$ cat config.mk
export PLATFORM = sky130hd
export DESIGN_NAME = half_pel_motion_compensation_flat
export DESIGN_NICKNAME = d
export VERILOG_FILES = /design/src/hdl/hpmc_pkg.sv /design/src/hdl/hpmc_if.sv /design/src/hdl/hpmc_lane.sv /design/src/hdl/hpmc_merge.sv /design/src/hdl/half_pel_motion_compensation.sv /design/src/flat_wrapper.sv
export SDC_FILE = /design/constraint.sdc
export NUM_CORES = 2
export LEC_CHECK = 0
export BUFFER_PORTS_ARGS = -buffer_cell sky130_fd_sc_hd__clkbuf_2
export CAP_MARGIN = 25
export CORE_MARGIN = 2
export CORE_UTILIZATION = 63
export CTS_CLUSTER_SIZE = 30
export DETAILED_ROUTE_END_ITERATION = 12
export MAX_ROUTING_LAYER = met4
export PLACE_DENSITY = 0.86
export SLEW_MARGIN = 15
export SYNTH_ARGS = -nofsm -noshare
export SYNTH_HDL_FRONTEND = slang
export SYNTH_SLANG_ARGS = --single-unit
$ cat constraint.sdc
create_clock -name clk -period 7.85 [get_ports clk]
set_input_delay 0 -clock clk [delete_from_list [all_inputs] [get_ports clk]]
set_output_delay 0 -clock clk [all_outputs]
set_load 0.02 [all_outputs]
$ cat src/hdl/hpmc_pkg.sv
// ----------------------------------------------------------------------------
// hpmc_pkg
// Shared types and constants for the half-pel motion compensation block.
// ----------------------------------------------------------------------------
package hpmc_pkg;

  // Pixel and bus geometry
  localparam int PIX_W         = 8;
  localparam int HALF_BYTES    = 8;
  localparam int HALF_W        = PIX_W * HALF_BYTES;
  localparam int NARROW_WIDTH  = 8;
  localparam int MAX_WIDTH_DEF = 16;

  // Per-row interpolation controls handed to every lane
  typedef struct packed {
    logic half_x;
    logic half_y;
    logic average_mode;
  } mode_t;

endpackage

$ cat src/hdl/hpmc_if.sv
// ----------------------------------------------------------------------------
// hpmc_if
// Valid/ready channels: reference row in, prediction row out.
// ----------------------------------------------------------------------------
interface hpmc_in_if;
  logic                        valid;
  logic                        ready;
  logic [hpmc_pkg::HALF_W-1:0] ref_pixels_low;
  logic [hpmc_pkg::HALF_W-1:0] ref_pixels_high;
  logic [hpmc_pkg::PIX_W-1:0]  ref_pixel_extra;
  logic [hpmc_pkg::HALF_W-1:0] dest_pixels_low;
  logic [hpmc_pkg::HALF_W-1:0] dest_pixels_high;
  logic                        half_x;
  logic                        half_y;
  logic                        average_mode;
  logic                        wide_block;
  logic                        block_start;

  modport source (
    output valid, ref_pixels_low, ref_pixels_high, ref_pixel_extra,
           dest_pixels_low, dest_pixels_high, half_x, half_y,
           average_mode, wide_block, block_start,
    input  ready
  );
  modport sink (
    input  valid, ref_pixels_low, ref_pixels_high, ref_pixel_extra,
           dest_pixels_low, dest_pixels_high, half_x, half_y,
           average_mode, wide_block, block_start,
    output ready
  );
endinterface

interface hpmc_out_if;
  logic                        valid;
  logic                        ready;
  logic [hpmc_pkg::HALF_W-1:0] pred_pixels_low;
  logic [hpmc_pkg::HALF_W-1:0] pred_pixels_high;

  modport source (output valid, pred_pixels_low, pred_pixels_high, input ready);
  modport sink   (input valid, pred_pixels_low, pred_pixels_high, output ready);
endinterface

$ cat src/hdl/hpmc_lane.sv
// ----------------------------------------------------------------------------
// hpmc_lane
// One pixel of the prediction: half-pel interpolation plus optional average.
// ----------------------------------------------------------------------------
module hpmc_lane (
  input  logic [hpmc_pkg::PIX_W-1:0] a,      // current row, this pixel
  input  logic [hpmc_pkg::PIX_W-1:0] b,      // current row, right neighbor
  input  logic [hpmc_pkg::PIX_W-1:0] c,      // previous row, this pixel
  input  logic [hpmc_pkg::PIX_W-1:0] d,      // previous row, right neighbor
  input  logic [hpmc_pkg::PIX_W-1:0] dest,
  input  hpmc_pkg::mode_t            mode,
  input  logic                       en,
  output logic [hpmc_pkg::PIX_W-1:0] pix
);

  localparam int PW = hpmc_pkg::PIX_W;

  logic [PW+1:0] sum4;
  logic [PW:0]   sum_h;
  logic [PW:0]   sum_v;
  logic [PW-1:0] pred;
  logic [PW:0]   sum_avg;

  // Candidate interpolations
  assign sum4  = {2'b00, a} + {2'b00, b} + {2'b00, c} + {2'b00, d} + (PW+2)'(2);
  assign sum_h = {1'b0, a} + {1'b0, b} + (PW+1)'(1);
  assign sum_v = {1'b0, a} + {1'b0, c} + (PW+1)'(1);

  // Mode select
  always_comb begin
    if (mode.half_x && mode.half_y) begin
      pred = sum4[PW+1:2];
    end else if (mode.half_x) begin
      pred = sum_h[PW:1];
    end else if (mode.half_y) begin
      pred = sum_v[PW:1];
    end else begin
      pred = a;
    end
  end

  // Rounded merge with the destination pixel
  assign sum_avg = {1'b0, pred} + {1'b0, dest} + (PW+1)'(1);

  always_comb begin
    if (!en) begin
      pix = '0;
    end else if (mode.average_mode) begin
      pix = sum_avg[PW:1];
    end else begin
      pix = pred;
    end
  end

endmodule

$ cat src/hdl/hpmc_merge.sv
// ----------------------------------------------------------------------------
// hpmc_merge
// Packs lane pixels into the result words and holds them in a two-entry
// output buffer so the input side keeps moving while a result waits.
// ----------------------------------------------------------------------------
module hpmc_merge #(
  parameter int MAX_WIDTH = hpmc_pkg::MAX_WIDTH_DEF
) (
  input  logic                       clk,
  input  logic                       rst,
  input  logic [hpmc_pkg::PIX_W-1:0] lane_pix [MAX_WIDTH],
  input  logic                       push,
  output logic                       space,
  hpmc_out_if.source                 pred_row
);

  localparam int PW = hpmc_pkg::PIX_W;
  localparam int HB = hpmc_pkg::HALF_BYTES;
  localparam int HW = hpmc_pkg::HALF_W;

  logic [HW-1:0] new_low;
  logic [HW-1:0] new_high;
  logic [HW-1:0] slot0_low;
  logic [HW-1:0] slot0_high;
  logic [HW-1:0] slot1_low;
  logic [HW-1:0] slot1_high;
  logic [1:0]    count;
  logic          pop;

  // Pack lanes; bytes past the lane count are zero
  for (genvar i = 0; i < HB; i++) begin : g_pack
    if (i < MAX_WIDTH) begin : g_lo
      assign new_low[i*PW +: PW] = lane_pix[i];
    end else begin : g_lo_zero
      assign new_low[i*PW +: PW] = '0;
    end
    if (i + HB < MAX_WIDTH) begin : g_hi
      assign new_high[i*PW +: PW] = lane_pix[i + HB];
    end else begin : g_hi_zero
      assign new_high[i*PW +: PW] = '0;
    end
  end

  assign pop                     = pred_row.valid && pred_row.ready;
  assign space                   = (count != 2'd2);
  assign pred_row.valid          = (count != 2'd0);
  assign pred_row.pred_pixels_low  = slot0_low;
  assign pred_row.pred_pixels_high = slot0_high;

  // Occupancy
  always_ff @(posedge clk) begin
    if (rst) begin
      count <= 2'd0;
    end else if (push && !pop) begin
      count <= count + 2'd1;
    end else if (pop && !push) begin
      count <= count - 2'd1;
    end
  end

  // Buffer payload
  always_ff @(posedge clk) begin
    if (push && pop) begin
      if (count == 2'd1) begin
        slot0_low  <= new_low;
        slot0_high <= new_high;
      end else begin
        slot0_low  <= slot1_low;
        slot0_high <= slot1_high;
        slot1_low  <= new_low;
        slot1_high <= new_high;
      end
    end else if (push) begin
      if (count == 2'd0) begin
        slot0_low  <= new_low;
        slot0_high <= new_high;
      end else begin
        slot1_low  <= new_low;
        slot1_high <= new_high;
      end
    end else if (pop) begin
      slot0_low  <= slot1_low;
      slot0_high <= slot1_high;
    end
  end

`ifndef SYNTHESIS
  // No write into a full buffer
  a_no_overflow: assert property (@(posedge clk) disable iff (rst)
    push |-> (count != 2'd2))
    else $error("hpmc_merge: push into full buffer");

  // Buffer is empty after reset
  a_reset_empty: assert property (@(posedge clk)
    $past(rst) |-> (count == 2'd0))
    else $error("hpmc_merge: buffer not empty after reset");

  // A lone push into one waiting entry fills the buffer
  a_fill: assert property (@(posedge clk) disable iff (rst)
    (count == 2'd1 && push && !pop) |=> (count == 2'd2))
    else $error("hpmc_merge: occupancy lost on push");

  // Occupancy never exceeds two entries
  a_count_range: assert property (@(posedge clk) disable iff (rst)
    count != 2'd3)
    else $error("hpmc_merge: occupancy out of range");
`endif

endmodule

$ cat src/hdl/half_pel_motion_compensation.sv
// A result is registered in the output buffer when its row is accepted.
// Throughput: one row per cycle while the output buffer has space; all pixels go through parallel lanes at once.
// A two-entry output buffer keeps accepting while one result waits downstream.
// Priming rows (block start with vertical half-pel) give no result.
// Reset (rst, synchronous) empties the buffer and zeroes the previous-row store.
// ----------------------------------------------------------------------------
// half_pel_motion_compensation
// Half-pel prediction of one 8- or MAX_WIDTH-pixel row per transfer.
// ----------------------------------------------------------------------------
module half_pel_motion_compensation #(
  parameter int MAX_WIDTH = hpmc_pkg::MAX_WIDTH_DEF
) (
  input  logic        clk,
  input  logic        rst,
  hpmc_in_if.sink     ref_row,
  hpmc_out_if.source  pred_row
);

  localparam int PW  = hpmc_pkg::PIX_W;
  localparam int HB  = hpmc_pkg::HALF_BYTES;
  localparam int NW  = hpmc_pkg::NARROW_WIDTH;
  localparam int LEN = MAX_WIDTH + 1;

  logic [PW-1:0]   previous_row [LEN];
  logic [PW-1:0]   cur_row      [LEN];
  logic [PW-1:0]   lane_pix     [MAX_WIDTH];
  logic            in_xfer;
  logic            push;
  logic            space;
  hpmc_pkg::mode_t mode;

  assign ref_row.ready = space;
  assign in_xfer       = ref_row.valid && ref_row.ready;
  assign push          = in_xfer && !(ref_row.half_y && ref_row.block_start);

  assign mode.half_x       = ref_row.half_x;
  assign mode.half_y       = ref_row.half_y;
  assign mode.average_mode = ref_row.average_mode;

  // Current row: used pixels, then the extra pixel, then zeros
  for (genvar i = 0; i < MAX_WIDTH; i++) begin : g_row
    if (i < HB) begin : g_low
      assign cur_row[i] = ref_row.ref_pixels_low[i*PW +: PW];
    end else if (i == NW) begin : g_first_high
      assign cur_row[i] = ref_row.wide_block ?
                          ref_row.ref_pixels_high[(i-HB)*PW +: PW] :
                          ref_row.ref_pixel_extra;
    end else begin : g_high
      assign cur_row[i] = ref_row.wide_block ?
                          ref_row.ref_pixels_high[(i-HB)*PW +: PW] : '0;
    end
  end

  if (MAX_WIDTH == NW) begin : g_tail_narrow
    assign cur_row[MAX_WIDTH] = ref_row.ref_pixel_extra;
  end else begin : g_tail_wide
    assign cur_row[MAX_WIDTH] = ref_row.wide_block ? ref_row.ref_pixel_extra : '0;
  end

  // Previous-row store, rewritten by every accepted row
  always_ff @(posedge clk) begin
    if (rst) begin
      for (int k = 0; k < LEN; k++) begin
        previous_row[k] <= '0;
      end
    end else if (in_xfer) begin
      for (int k = 0; k < LEN; k++) begin
        previous_row[k] <= cur_row[k];
      end
    end
  end

  // One lane per pixel
  for (genvar i = 0; i < MAX_WIDTH; i++) begin : g_lane
    logic [PW-1:0] dest;
    logic          en;

    if (i < HB) begin : g_dl
      assign dest = ref_row.dest_pixels_low[i*PW +: PW];
      assign en   = 1'b1;
    end else begin : g_dh
      assign dest = ref_row.dest_pixels_high[(i-HB)*PW +: PW];
      assign en   = ref_row.wide_block;
    end

    hpmc_lane u_lane (
      .a    (cur_row[i]),
      .b    (cur_row[i+1]),
      .c    (previous_row[i]),
      .d    (previous_row[i+1]),
      .dest (dest),
      .mode (mode),
      .en   (en),
      .pix  (lane_pix[i])
    );
  end

  // Pack and buffer results
  hpmc_merge #(
    .MAX_WIDTH (MAX_WIDTH)
  ) u_merge (
    .clk      (clk),
    .rst      (rst),
    .lane_pix (lane_pix),
    .push     (push),
    .space    (space),
    .pred_row (pred_row)
  );

endmodule

$ cat src/flat_wrapper.sv
// flat-port wrapper written by rule: the top's interface ports become plain ports
module half_pel_motion_compensation_flat 
#(
  parameter int MAX_WIDTH = hpmc_pkg::MAX_WIDTH_DEF
)
  (clk, rst, ref_row_valid, ref_row_ref_pixels_low, ref_row_ref_pixels_high, ref_row_ref_pixel_extra, ref_row_dest_pixels_low, ref_row_dest_pixels_high, ref_row_half_x, ref_row_half_y, ref_row_average_mode, ref_row_wide_block, ref_row_block_start, ref_row_ready, pred_row_valid, pred_row_pred_pixels_low, pred_row_pred_pixels_high, pred_row_ready);
  hpmc_in_if ref_row_i ();
  hpmc_out_if pred_row_i ();
  input  logic clk;
  input  logic rst;
  input wire logic [$bits(ref_row_i.valid)-1:0] ref_row_valid;
  input wire logic [$bits(ref_row_i.ref_pixels_low)-1:0] ref_row_ref_pixels_low;
  input wire logic [$bits(ref_row_i.ref_pixels_high)-1:0] ref_row_ref_pixels_high;
  input wire logic [$bits(ref_row_i.ref_pixel_extra)-1:0] ref_row_ref_pixel_extra;
  input wire logic [$bits(ref_row_i.dest_pixels_low)-1:0] ref_row_dest_pixels_low;
  input wire logic [$bits(ref_row_i.dest_pixels_high)-1:0] ref_row_dest_pixels_high;
  input wire logic [$bits(ref_row_i.half_x)-1:0] ref_row_half_x;
  input wire logic [$bits(ref_row_i.half_y)-1:0] ref_row_half_y;
  input wire logic [$bits(ref_row_i.average_mode)-1:0] ref_row_average_mode;
  input wire logic [$bits(ref_row_i.wide_block)-1:0] ref_row_wide_block;
  input wire logic [$bits(ref_row_i.block_start)-1:0] ref_row_block_start;
  output wire logic [$bits(ref_row_i.ready)-1:0] ref_row_ready;
  output wire logic [$bits(pred_row_i.valid)-1:0] pred_row_valid;
  output wire logic [$bits(pred_row_i.pred_pixels_low)-1:0] pred_row_pred_pixels_low;
  output wire logic [$bits(pred_row_i.pred_pixels_high)-1:0] pred_row_pred_pixels_high;
  input wire logic [$bits(pred_row_i.ready)-1:0] pred_row_ready;
  assign ref_row_i.valid = ref_row_valid;
  assign ref_row_i.ref_pixels_low = ref_row_ref_pixels_low;
  assign ref_row_i.ref_pixels_high = ref_row_ref_pixels_high;
  assign ref_row_i.ref_pixel_extra = ref_row_ref_pixel_extra;
  assign ref_row_i.dest_pixels_low = ref_row_dest_pixels_low;
  assign ref_row_i.dest_pixels_high = ref_row_dest_pixels_high;
  assign ref_row_i.half_x = ref_row_half_x;
  assign ref_row_i.half_y = ref_row_half_y;
  assign ref_row_i.average_mode = ref_row_average_mode;
  assign ref_row_i.wide_block = ref_row_wide_block;
  assign ref_row_i.block_start = ref_row_block_start;
  assign ref_row_ready = ref_row_i.ready;
  assign pred_row_valid = pred_row_i.valid;
  assign pred_row_pred_pixels_low = pred_row_i.pred_pixels_low;
  assign pred_row_pred_pixels_high = pred_row_i.pred_pixels_high;
  assign pred_row_i.ready = pred_row_ready;
  half_pel_motion_compensation #(.MAX_WIDTH(MAX_WIDTH)) u_core (.clk(clk), .rst(rst), .ref_row(ref_row_i), .pred_row(pred_row_i));
endmodule
==> results.tsv <==
stage	metric	value	unit
status	outcome	completed	
floorplan	Die Span Y	276	um
setup_path	Reg2Reg Capture Point	u_core.u_merge.pred_row.pred_pixels_high[54]	
global_route	number of global-route vias before repair	43258	
sta	Slew Viols, Final	0	
sta	Worst Tran Pin Value	1230	ps
setup_path	crit end category	flop	
global_route	grt ovf	0	
sta	Max-slew headroom	17.9	%
global_route	first-pass GRT wire length	244000	um
drt	Vias	42994	
sta	setup tns final	0	ps
cells_and_area	design area	52200	um^2
sta	Setup violations, final	0	
clocking	Post-CTS Resized	0	
global_route	largest net degree at the start of global routing	126	
setup_path	Crit Path Class	in -> reg	
setup_path	worst flop-to-flop path startpoint	u_core.previous_row[0][114]	
synthesis	Cell variety after synth	101	
synthesis	syn nets	6246	
synthesis	dominant register cell in the synthesized netlist	edfxtp_1	
floorplan	cell row count	99	
drt	routed wire length	160000	um
job	maxcap violations	0	
synthesis	Syn Area/Cell	8.75	um^2
worst_hold_path	hold crit path type	in -> reg	
floorplan	total core area	73200	um^2
floorplan	I/O pin total	403	
place	routability cong.	1.03	
global_route	GRT Resource Usage Total	42.2	%
sta	Final Hold Fails	0	
place	port bufs	402	
setup_path	R2R setup slack	2550	ps
floorplan	die area	76400	um^2
floorplan	Die X	276	um
global_route	initial antenna violation count	14	
synthesis	sequential area share after synthesis	25.3	%
worst_hold_path	worst hold stages	3	
place	placed instance area	49300	um^2
pwr	pwr dens	282	nW/um^2
floorplan	Initial Utilization	63.9	%
synthesis	cells after synthesis	5346	
clocking	H-Tree Depth	2	
sta	unrepaired setup endpoints after global routing	false	
setup_path	WP data arrival	6200	ps
pwr	Pwr Total	14.7	mW
cells_and_area	Register Area	11800	um^2
cells_and_area	Area Growth Syn to Fin	11.5	%
sta	Setup Skew	23.1	ps
drt	router iterations before antenna repair	8	
synthesis	synth cell count leaders	inv_1 (635), ha_1 (470), a21oi_1 (418)	
synthesis	cell with the most instances after synthesis	inv_1	
drt	Avg Vias per Cell	6.41	
sta	final hold slack	7.43	ps
clocking	clk_lat worst skew	630	ps
sta	period utilization	74.4	%
setup_path	Req. time, crit path	8210	ps
sta	Final Critical Period	5840	ps
clocking	TritonCTS clock tree	yes	
drt	DR WL/cell	23.9	um
synthesis	flops & latches, synth	394	
synthesis	Synth top area share	25.2	%
pwr	Worst VDD drop	0.000335	V
cells_and_area	# fillers	5641	
worst_hold_path	hold path endpoint	u_core.previous_row[0][49]	
synthesis	largest area contributor in the synthesized netlist	edfxtp_1	
synthesis	mapped cell area	46800	um^2
drt	DRT iter0 DRCs	4043	
worst_hold_path	min-delay src	ref_row_ref_pixels_low[49]	
cells_and_area	share of cells above drive strength 1	12.9	%
synthesis	FFs w/ async S/R, synth	0	%
clocking	Max clock buf depth	3	
synthesis	top area cells in the synthesized netlist	edfxtp_1 (25%), ha_1 (13%), fa_1 (6.7%)	
setup_path	Critical Path Source Type	input pin	
setup_path	CP max FO	6	
cells_and_area	Util after Layout	71.2	%
cells_and_area	Nets	6589	
place	Post-DP HPWL	118000	um
drt	detailed-route DRC error count	0	
clocking	root buf cell	clkbuf_16	
cells_and_area	multi-input combinational cell area	31500	um^2
setup_path	R2R depth	18	
drt	antenna-violating nets left	0	
clocking	CTS clk-pin slew, worst paths	60	ps
clocking	clk sinks	394	
pwr	Static Leak	23.7	nW
synthesis	Post-synth EDFFs	392	
synthesis	synth warn	0	
sta	FMAX	171	MHz
clocking	Num CTS Buffers	48	
-- critical path, stage by stage --
cell,delay [ps]
dlygate4sd3_1,530
clkbuf_2,160
nand2_2,140
inv_1,90
ha_1,230
ha_1,180
or2_1,250
maj3_1,370
maj3_2,340
xor2_1,140
nand2_1,80
fa_1,490
inv_1,40
ha_1,320
o21a_1,120
nor3_1,140
a21oi_1,60
a221oi_1,600
nor2_1,120
ha_1,370
a21oi_1,260
o21bai_1,100
a21oi_1,250
nor2b_1,80
o21ai_0,180
nand3b_1,100
o211a_1,180
mux2_2,270
-- state kept, by name, summed over array words and instances (netlist names) --
register,flops
u_core.previous_row,136
u_core.u_merge.count,2
u_core.u_merge.pred_row.pred_pixels_low,64
u_core.u_merge.slot1_low,64
u_core.u_merge.slot1_high,64
u_core.u_merge.pred_row.pred_pixels_high,64
-- per-stage QoR --
stage | setup slack, ps | std cells
final | 2010 | 6703
after global routing | 1710 | 6700
after CTS | 2060 | 6687
after detailed placement | 1690 | 6487
after global placement | 1760 | 6485
after floorplan | 496 | 5346
-- cells by family after synthesis --
| logic type | Yosys count | synth area share (%) |
|---|---|---|
| xor gates and xnor gates | 482 | 9.03 |
| muxes | 172 | 4.90 |
| AOI/OAI and AO/OA | 1434 | 20.1 |
| DFF | 394 | 25.3 |
| buffers and inverters | 903 | 7.62 |
| and+or+nand+nor | 1299 | 13.1 |
| adders and majority gates | 662 | 20.1 |
-- how the worst max path moves through the flow --
stage / start / endpoint / slack (ps) / cells after the start
floorplan: u_core.u_merge.count[0] / u_core.u_merge.slot1_high[0] / 500 / 8
global placement: ref_row_wide_block / u_core.u_merge.pred_row.pred_pixels_low[62] / 1760 / 24
detailed placement: ref_row_wide_block / u_core.u_merge.pred_row.pred_pixels_high[23] / 1690 / 26
CTS: ref_row_ref_pixels_high[32] / u_core.u_merge.pred_row.pred_pixels_high[39] / 2060 / 28
global route: ref_row_wide_block / u_core.u_merge.pred_row.pred_pixels_high[23] / 1710 / 26
finish: ref_row_ref_pixels_high[32] / u_core.u_merge.pred_row.pred_pixels_high[39] / 2010 / 28
-- routing by layer --
| layer | global-route usage, % | up-vias | share of wire [%] |
|---|---|---|---|
| li1 | - | 19595 | - |
| met1 | 45.1 | 20458 | 35 |
| met2 | 68.7 | 2245 | 47 |
| met3 | 5.86 | 696 | 7.6 |
| met4 | 37.8 | 0 | 11 |
| met5 | - | - | 0 |
-- power by group --
group          internal (mW)  total [mW]  leakage (nW)  switching, mW
registers               3.24        3.53          3.92          0.286
clock network           1.51        2.53         0.841           1.02
logic                   3.37        8.67          18.9           5.30
total                   8.12        14.7          23.7           6.60
-- final cells by class --
class	instances	area share, %
timing repair buffer	559	6.71
sequential	394	22.6
clock buffer	54	2.39
multi-input combinational	4049	60.3
inverter	637	4.59
antenna	15	0.0720
tap	959	2.30
clock inverter	36	0.967
-- cell usage in the layout (no fill, tap or decap), types with 196 or more instances in the layout --
master / count
xnor2_1: 286
o21ai_0: 240
a21oi_1: 417
xor2_1: 196
clkbuf_2: 398
nand2_1: 383
ha_1: 470
nor2_1: 376
edfxtp_1: 392
inv_1: 633
-- what timing repair did --
item | 4_1_cts | 5_1_grt
hold buffers | 110 | 0
setup buffers | 0 | 0
endpoints found under the hold margin | 110 | 0
Power figures use the tool's default switching activity.
